`config.mk`:
```
export PLATFORM = sky130hd
export DESIGN_NAME = nlms_div
export DESIGN_NICKNAME = d
export VERILOG_FILES = /design/src/hdl/assert_macros.svh /design/src/hdl/nlms_pkg.sv /design/src/hdl/nlms_div.sv
export SDC_FILE = /design/constraint.sdc
export NUM_CORES = 1
export LEC_CHECK = 0
export BUFFER_PORTS_ARGS = -buffer_cell sky130_fd_sc_hd__buf_2
export CORE_MARGIN = 3
export CORE_UTILIZATION = 45
export DETAILED_ROUTE_END_ITERATION = 10
export GPL_TIMING_DRIVEN = 0
export PLACE_DENSITY_LB_ADDON = 0.12
export SYNTH_ARGS = -nofsm -noshare
export SYNTH_HDL_FRONTEND = slang
export SYNTH_SLANG_ARGS = --single-unit
```
`constraint.sdc`:
```
create_clock -name i_clk -period 9.8 [get_ports i_clk]
set_clock_uncertainty 0.15 [all_clocks]
set_input_delay 0.49 -clock i_clk [delete_from_list [all_inputs] [get_ports i_clk]]
set_output_delay 0.49 -clock i_clk [all_outputs]
set_load 0.02 [all_outputs]
```
`src/hdl/assert_macros.svh`:
```
// assertion macros for the nlms adaptive fir
`ifndef ASSERT_MACROS_SVH
`define ASSERT_MACROS_SVH

`ifndef NO_ASSERTIONS
`define NLMS_ASSERT(lbl, clk, rst_n, expr) \
    lbl: assert property (@(posedge clk) disable iff (!rst_n) (expr)) \
        else $error("nlms assertion failed");
`define NLMS_ASSERT_IMP(lbl, clk, rst_n, ante, cons) \
    lbl: assert property (@(posedge clk) disable iff (!rst_n) (ante) |-> (cons)) \
        else $error("nlms implication failed");
`else
`define NLMS_ASSERT(lbl, clk, rst_n, expr)
`define NLMS_ASSERT_IMP(lbl, clk, rst_n, ante, cons)
`endif

`endif

```
`src/hdl/nlms_pkg.sv`:
```
// shared widths and constants of the nlms adaptive fir
`timescale 1ns / 1ps
`default_nettype none
package nlms_pkg;
    localparam int TAP_COUNT_DEF = 16;
    localparam int X_W           = 16;
    localparam int W_W           = 32;
    localparam int O_W           = 18;
    localparam int F_W           = 48;
    localparam int M_W           = 33;
    localparam int IDX_IN_W      = 4;
    localparam int IN_TDATA_W    = 40;
    localparam int OUT_TDATA_W   = 72;
    localparam logic [15:0] STEP_RESET = 16'd16384;
    localparam logic OP_ADAPT = 1'b0;
    localparam logic OP_READ  = 1'b1;
    localparam logic [F_W-1:0] F_CAP = 48'h8000_0000_0000;
endpackage
`default_nettype wire

```
`src/hdl/nlms_div.sv`:
```
// restoring divider for the normalised step factor, one quotient bit a cycle
`timescale 1ns / 1ps
`default_nettype none
module nlms_div #(
    parameter int DEN_W = 35
) (
    input  wire logic                           i_clk,
    input  wire logic                           i_rst_n,
    input  wire logic                           i_start,
    input  wire logic [nlms_pkg::M_W-1:0]       i_num,
    input  wire logic [DEN_W-1:0]               i_den,
    output logic                                o_done,
    output logic [nlms_pkg::F_W-1:0]            o_quot
);
    localparam int F_W = nlms_pkg::F_W;
    localparam int C_W = $clog2(F_W + 1);

    logic             r_busy;
    logic [C_W-1:0]   r_cnt;
    logic [DEN_W-1:0] r_rem;
    logic [DEN_W-1:0] r_den;
    logic [F_W-1:0]   r_low;
    logic [F_W-1:0]   r_q;
    logic             r_done;
    logic [F_W-1:0]   r_quot;

    logic [DEN_W:0]   t;
    logic             ge;
    logic [DEN_W:0]   t_sub;
    logic [DEN_W-1:0] n_rem;
    logic [F_W-1:0]   n_q;
    logic [DEN_W-1:0] hi;

    always_comb begin
        t     = {r_rem, r_low[F_W-1]};
        ge    = t >= {1'b0, r_den};
        t_sub = t - {1'b0, r_den};
        n_rem = ge ? t_sub[DEN_W-1:0] : t[DEN_W-1:0];
        n_q   = {r_q[F_W-2:0], ge};
        hi    = DEN_W'(i_num[nlms_pkg::M_W-1:18]);
    end

    always_ff @(posedge i_clk) begin
        if (!i_rst_n) begin
            r_busy <= 1'b0;
            r_done <= 1'b0;
            r_cnt  <= '0;
        end else begin
            r_done <= 1'b0;
            if (i_start) begin
                r_den <= i_den;
                r_q   <= '0;
                r_low <= {i_num[17:0], 30'b0};
                r_rem <= hi;
                if (hi >= i_den) begin
                    r_done <= 1'b1;
                    r_quot <= nlms_pkg::F_CAP;
                end else begin
                    r_busy <= 1'b1;
                    r_cnt  <= C_W'(F_W);
                end
            end else if (r_busy) begin
                r_rem <= n_rem;
                r_q   <= n_q;
                r_low <= {r_low[F_W-2:0], 1'b0};
                r_cnt <= r_cnt - 1'b1;
                if (r_cnt == C_W'(1)) begin
                    r_busy <= 1'b0;
                    r_done <= 1'b1;
                    r_quot <= (n_q > nlms_pkg::F_CAP) ? nlms_pkg::F_CAP : n_q;
                end
            end
        end
    end

    assign o_done = r_done;
    assign o_quot = r_quot;
endmodule
`default_nettype wire

```
After elaboration in Yosys (flattened, before gate mapping)
Cells that the tools add are included.
Widths: inputs -> output; s select.
Storage, ports and cells
  register bits after elaboration: 220
  bits in latches: 0
  memory bits (writable): 0
  bits in read-only memories: 0
  input port bits: 71
  output and inout port bits: 49
  logic and storage cells: 46
  memories: 0
Cells by class
  $add $sub $neg: 2
  multiply operators: 0
  divide/modulo/power cells: 0
  order comparisons: 3
  equal/unequal tests: 3
  shift-type cells: 0
  muxes and demuxes: 22
  bitwise logic cells: 0
  reductions and logical operators: 6
Operators by type and width (number)
  $mux 48: 7
  $mux 35: 2
  $gt 48x48->1 const B: 1
  $mux 47: 1
  $ge 36x35->1: 1
  $ge 15x35->1: 1
  $sub 35x35->35: 1
  $mux 6: 3
  $mux 15: 1
  $mux 1: 8
  $eq 6x1->1 const B: 1
  $reduce_and 2->1: 3
  $sub 6x1->6 const B: 1
  $reduce_and 4->1: 1
  $reduce_bool 2->1: 2
  $ne 2x1->1 const B: 1
  $ne 2x2->1 const B: 1

Logic depth before layout (Yosys ltp)
  depth in word-level cells: 6
  mapped depth: 13
  gate-level depth less buffers: 11

Worst setup path after synthesis
No wires, ideal clock.
  kind: input to register
  from: in i_start
  to: reg r_quot[0], in the netlist o_quot[0], enable pin
  setup time: 527 ps
  arrival: 7019 ps
  data required time: 9123 ps
  slack: 2104 ps
  cell stages on the path: 4
  buffers on the path: 2
  cells stage by stage: clkbuf_1 -> clkbuf_1 -> o21a_1 -> a21boi_0
On the way
  cells in the longest elaborated chain, start to end: 2
  elaborated cells between the ends (all ways): 4
  classes of those cells: eq/ne (1); reduce/logical (3)
RTL lines
  start, declared: line nlms_div.sv:9  | input wire logic i_start,
  $ne 2x1->1 (no source line) or $reduce_bool 2->1 (tied branches)
  $reduce_and 4->1 (no source line) (*)
  end signal, assigned: line nlms_div.sv:57  | r_quot <= nlms_pkg::F_CAP;
  end signal, assigned: line nlms_div.sv:70  | r_quot <= (n_q > nlms_pkg::F_CAP) ? nlms_pkg::F_CAP : n_q;
  end, declared: line nlms_div.sv:25  | logic [F_W-1:0] r_quot;
Mark *: on every way between the ends. The rest lies on a longest branch, timed or not.
A chain may end at the register's enable or synchronous reset.

Worst setup path after layout
  from: reg r_rem[16]
  to: reg r_rem[1] (data pin)
On the way
  cells in the longest elaborated chain, start to end: 4
RTL lines
  start, declared: line nlms_div.sv:20  | logic [DEN_W-1:0] r_rem;
  start signal, assigned: line nlms_div.sv:54  | r_rem <= hi;
  start signal, assigned: line nlms_div.sv:63  | r_rem <= n_rem;
  $ge 36x35->1: line nlms_div.sv:36  | ge = t >= {1'b0, r_den};
  $mux 35: line nlms_div.sv:38  | n_rem = ge ? t_sub[DEN_W-1:0] : t[DEN_W-1:0];
  $mux 35: line nlms_div.sv:62  | end else if (r_busy) begin
  $mux 15: line nlms_div.sv:50  | if (i_start) begin
Every way passes these cells. The select of a mux whose other input is x is not followed.

==> results.yml <==
synth:
  synth_flop_cell: "edfxtp_1"
  synth_area_leader_cell: "edfxtp_1"
  yosys-top-cells-area: "edfxtp_1 (55%), ha_1 (6.5%), nor2b_1 (3.4%)"
  synthXorXnorAreaFrac_pct: 2.202
  synth.distinct_cells: 64
  synth_top_family_by_area: "simple AND/OR/NAND/NOR gates"
  avgSynthCellArea_um2: 11.63
  yosysWarnings: 0
  netlist.area_leader.share_pct: 55.27
  muxShareOfSynthArea_pct: 3.159
  seq_area_frac_synth_pct: 56.88
  synth_fp_nets: 979
  ys_async_sr_fraction_pct: 0
  yosys.area_share.adder_pct: 6.746
  synth-edff-count: 183
  synth_cells: 855
  synth_compound_area_share_pct: 11.30
  syn-cell-area_mm2: 0.009942
  synth-simple-area-share_pct: 15.71
  synth_seq_cells: 191
clocking:
  ctsLongestPathBuffers: 2
  clk_latency_ps: 430
  cts_num_sinks: 191
  cts_setup_buffers: 0
  cts-root-buf: "clkbuf_16"
  ctsHtreeMaxLevel: 4
  path_clk_slew_ps: 80
  numCtsBuffers: 17
  cts_resized: 0
  cts_tree: "yes"
  ctsHoldBuffers: 0
final_layout:
  final_area_mm2: 0.01158
  fin_nets: 1119
  drive_gt1_share_pct: 21.13
  final_common_cell: "edfxtp_1"
  antennaDiodeCount: 0
  syn_to_final_growth_pct: 16.52
  final_cell_mix: "edfxtp_1 (183), buf_2 (133), inv_1 (66)"
detailed_routing:
  routedWlPerCell_um: 16.95
  route.detailed.drc: 0
  routed_via_density: 5.313
  vias: 6817
  firstDrtPassIters: 5
  drt_iter0_markers: 488
  routed_wirelength_um: 21750
  ant_nets: 0
placed_design:
  placed_area_mm2: 0.01098
  hpwl_um: 15690
  dp_slack_ps: 5867
  gp_congestion: 0.8532
  portBuffers: 118
pwr:
  pwr_density_cell_mw_per_mm2: 183.0
  finalPower_mw: 2.119
  swShare_pct: 28.43
  seqPwrFrac_pct: 46.4
  peakVddDrop_mv: 0.1187
  intPower_mw: 1.517
  power_frac_clock_pct: 33.6
  combPwrFrac_pct: 20.0
  power.switching_mw: 0.6026
  leakagePower_nw: 4.612
setup_path:
  cp-end-kind: "flip-flop"
  crit_required_ps: 9820
  start_kind: "flip-flop"
  worstPathArrival_ps: 3550
  crit_fanout: 10
  worstSetupPathType: "reg2reg"
timing:
  grt_setup_unrepaired: "false"
  tightest_slew_ps: 894.0
  fin_setup_tns_ps: 0
  hold_viol: 0
  setup_slack_ps: 6266
  relSlewSlack_pct: 40.40
  fmax_mhz: 283.0
  maxSlewViolCount: 0
  hold_slack_ps: 95.46
  min_period_ps: 3534
  post-route-period-util_pct: 36.06
  finalSetupViolCount: 0
global_routing:
  grt_pass1_wl_um: 34440
  grt_use_total_pct: 18.06
  grt_pass1_vias: 6638
  grt-ovfl-total: 0
  grt_max_degree: 53
  antenna_found_initial: 2
outcome:
  status: "finished clean"
floorplan:
  core-area_mm2: 0.02135
  die_x_um: 154.6
  rows: 53
  initial_utilization_pct: 46.56
  pin_count: 120
  die_y_um: 154.6
  die_area_mm2: 0.02391
flow_run:
  drv_cap: 0
min_path:
  hold_class: "in2reg"
power groups by stage:
stage	registers [mW]	logic, mW	clock network [mW]
final	0.982	0.425	0.712
after global routing	0.988	0.474	0.755
after CTS	0.982	0.426	0.726
after detailed placement	1.00	0.422	0
after global placement	1.00	0.415	0
after floorplan	0.994	0.313	0
stage by stage:
stage                     utilization (%)  cells
after floorplan                         -    855
after global placement              50.94   1248
after detailed placement            51.42   1251
after CTS                           54.25   1283
after global routing                54.25   1283
final                               54.25   1283
cell type report:
class / count / area, um2
Sequential cell: 191 / 5655
Tap cell: 275 / 344.1
Inverter: 67 / 251.5
Buffer: 30 / 146.4
Timing Repair Buffer: 121 / 673.1
Clock buffer: 17 / 425.4
Multi-Input combinational cell: 567 / 3909
Clock inverter: 15 / 180.2
Fill cell: 1884 / 9768
logic make-up after synthesis:
kind of cell	Yosys count
adder cells (fa/ha/maj)	53
flip-flops	191
buffers and inverters	97
AND/OR/NAND/NOR	289
multiplexers	29
AO/OA/AOI/OAI	171
XOR/XNOR	25
per-layer routing:
| metal | vias to the layer above | GRT usage (%) | share of wire [%] |
|---|---|---|---|
| li1 | 3386 | - | - |
| met1 | 3264 | 25.73 | 49 |
| met2 | 142 | 28.81 | 45 |
| met3 | 21 | 3.805 | 4.4 |
| met4 | 4 | 3.743 | 0.97 |
| met5 | - | 0 | 0.12 |
final timing paths:
path	from	to	slack (ps)	cells past startpoint
max reg2reg	r_rem[16]$_SDFFCE_PP0P_	r_rem[1]$_DFFE_PP_	6270	11
max	r_rem[16]$_SDFFCE_PP0P_	r_rem[1]$_DFFE_PP_	6270	11
min	i_den[10]	r_den[10]$_DFFE_PP_	100	1
min reg2reg	r_busy$_SDFFE_PN0P_	r_busy$_SDFFE_PN0P_	370	2
sequential cells by signal, summed over array words and instances, names as in the netlist:
name / cells
r_cnt: 6
r_rem: 35
r_busy: 1
r_q: 47
o_quot: 48
o_done: 1
r_den: 35
r_low: 18
synth_stat cells, drive strengths merged (3+ instances only):
master    n
edfxtp  183
inv      67
nor2b    54
ha       52
nand2    51
and2     50
a21oi    48
nor2     47
o21ai    43
buf      20
mux2     19
nand3    16
nor3     16
nor4     16
xnor2    15
a211oi   10
clkbuf   10
mux2i    10
xor2     10
nand4     9
o21a      9
a21o      8
a31oi     8
dfxtp     8
nand2b    8
o211ai    7
a21boi    5
nand3b    5
o31a      5
or2       5
o31ai     4
or3       4
and3      3
o22ai     3
critical path, stage by stage, from the launching register on:
cell and delay (ps):
edfxtp_1 420, ha_1 370, a21oi_1 440, nor3_2 100
o31ai_1 250, a211oi_1 130, o31ai_2 350, buf_2 340
buf_2 370, nor2_1 70, a21oi_1 190, o21ai_1 70
No activity file was read; power rests on OpenSTA's default activity.
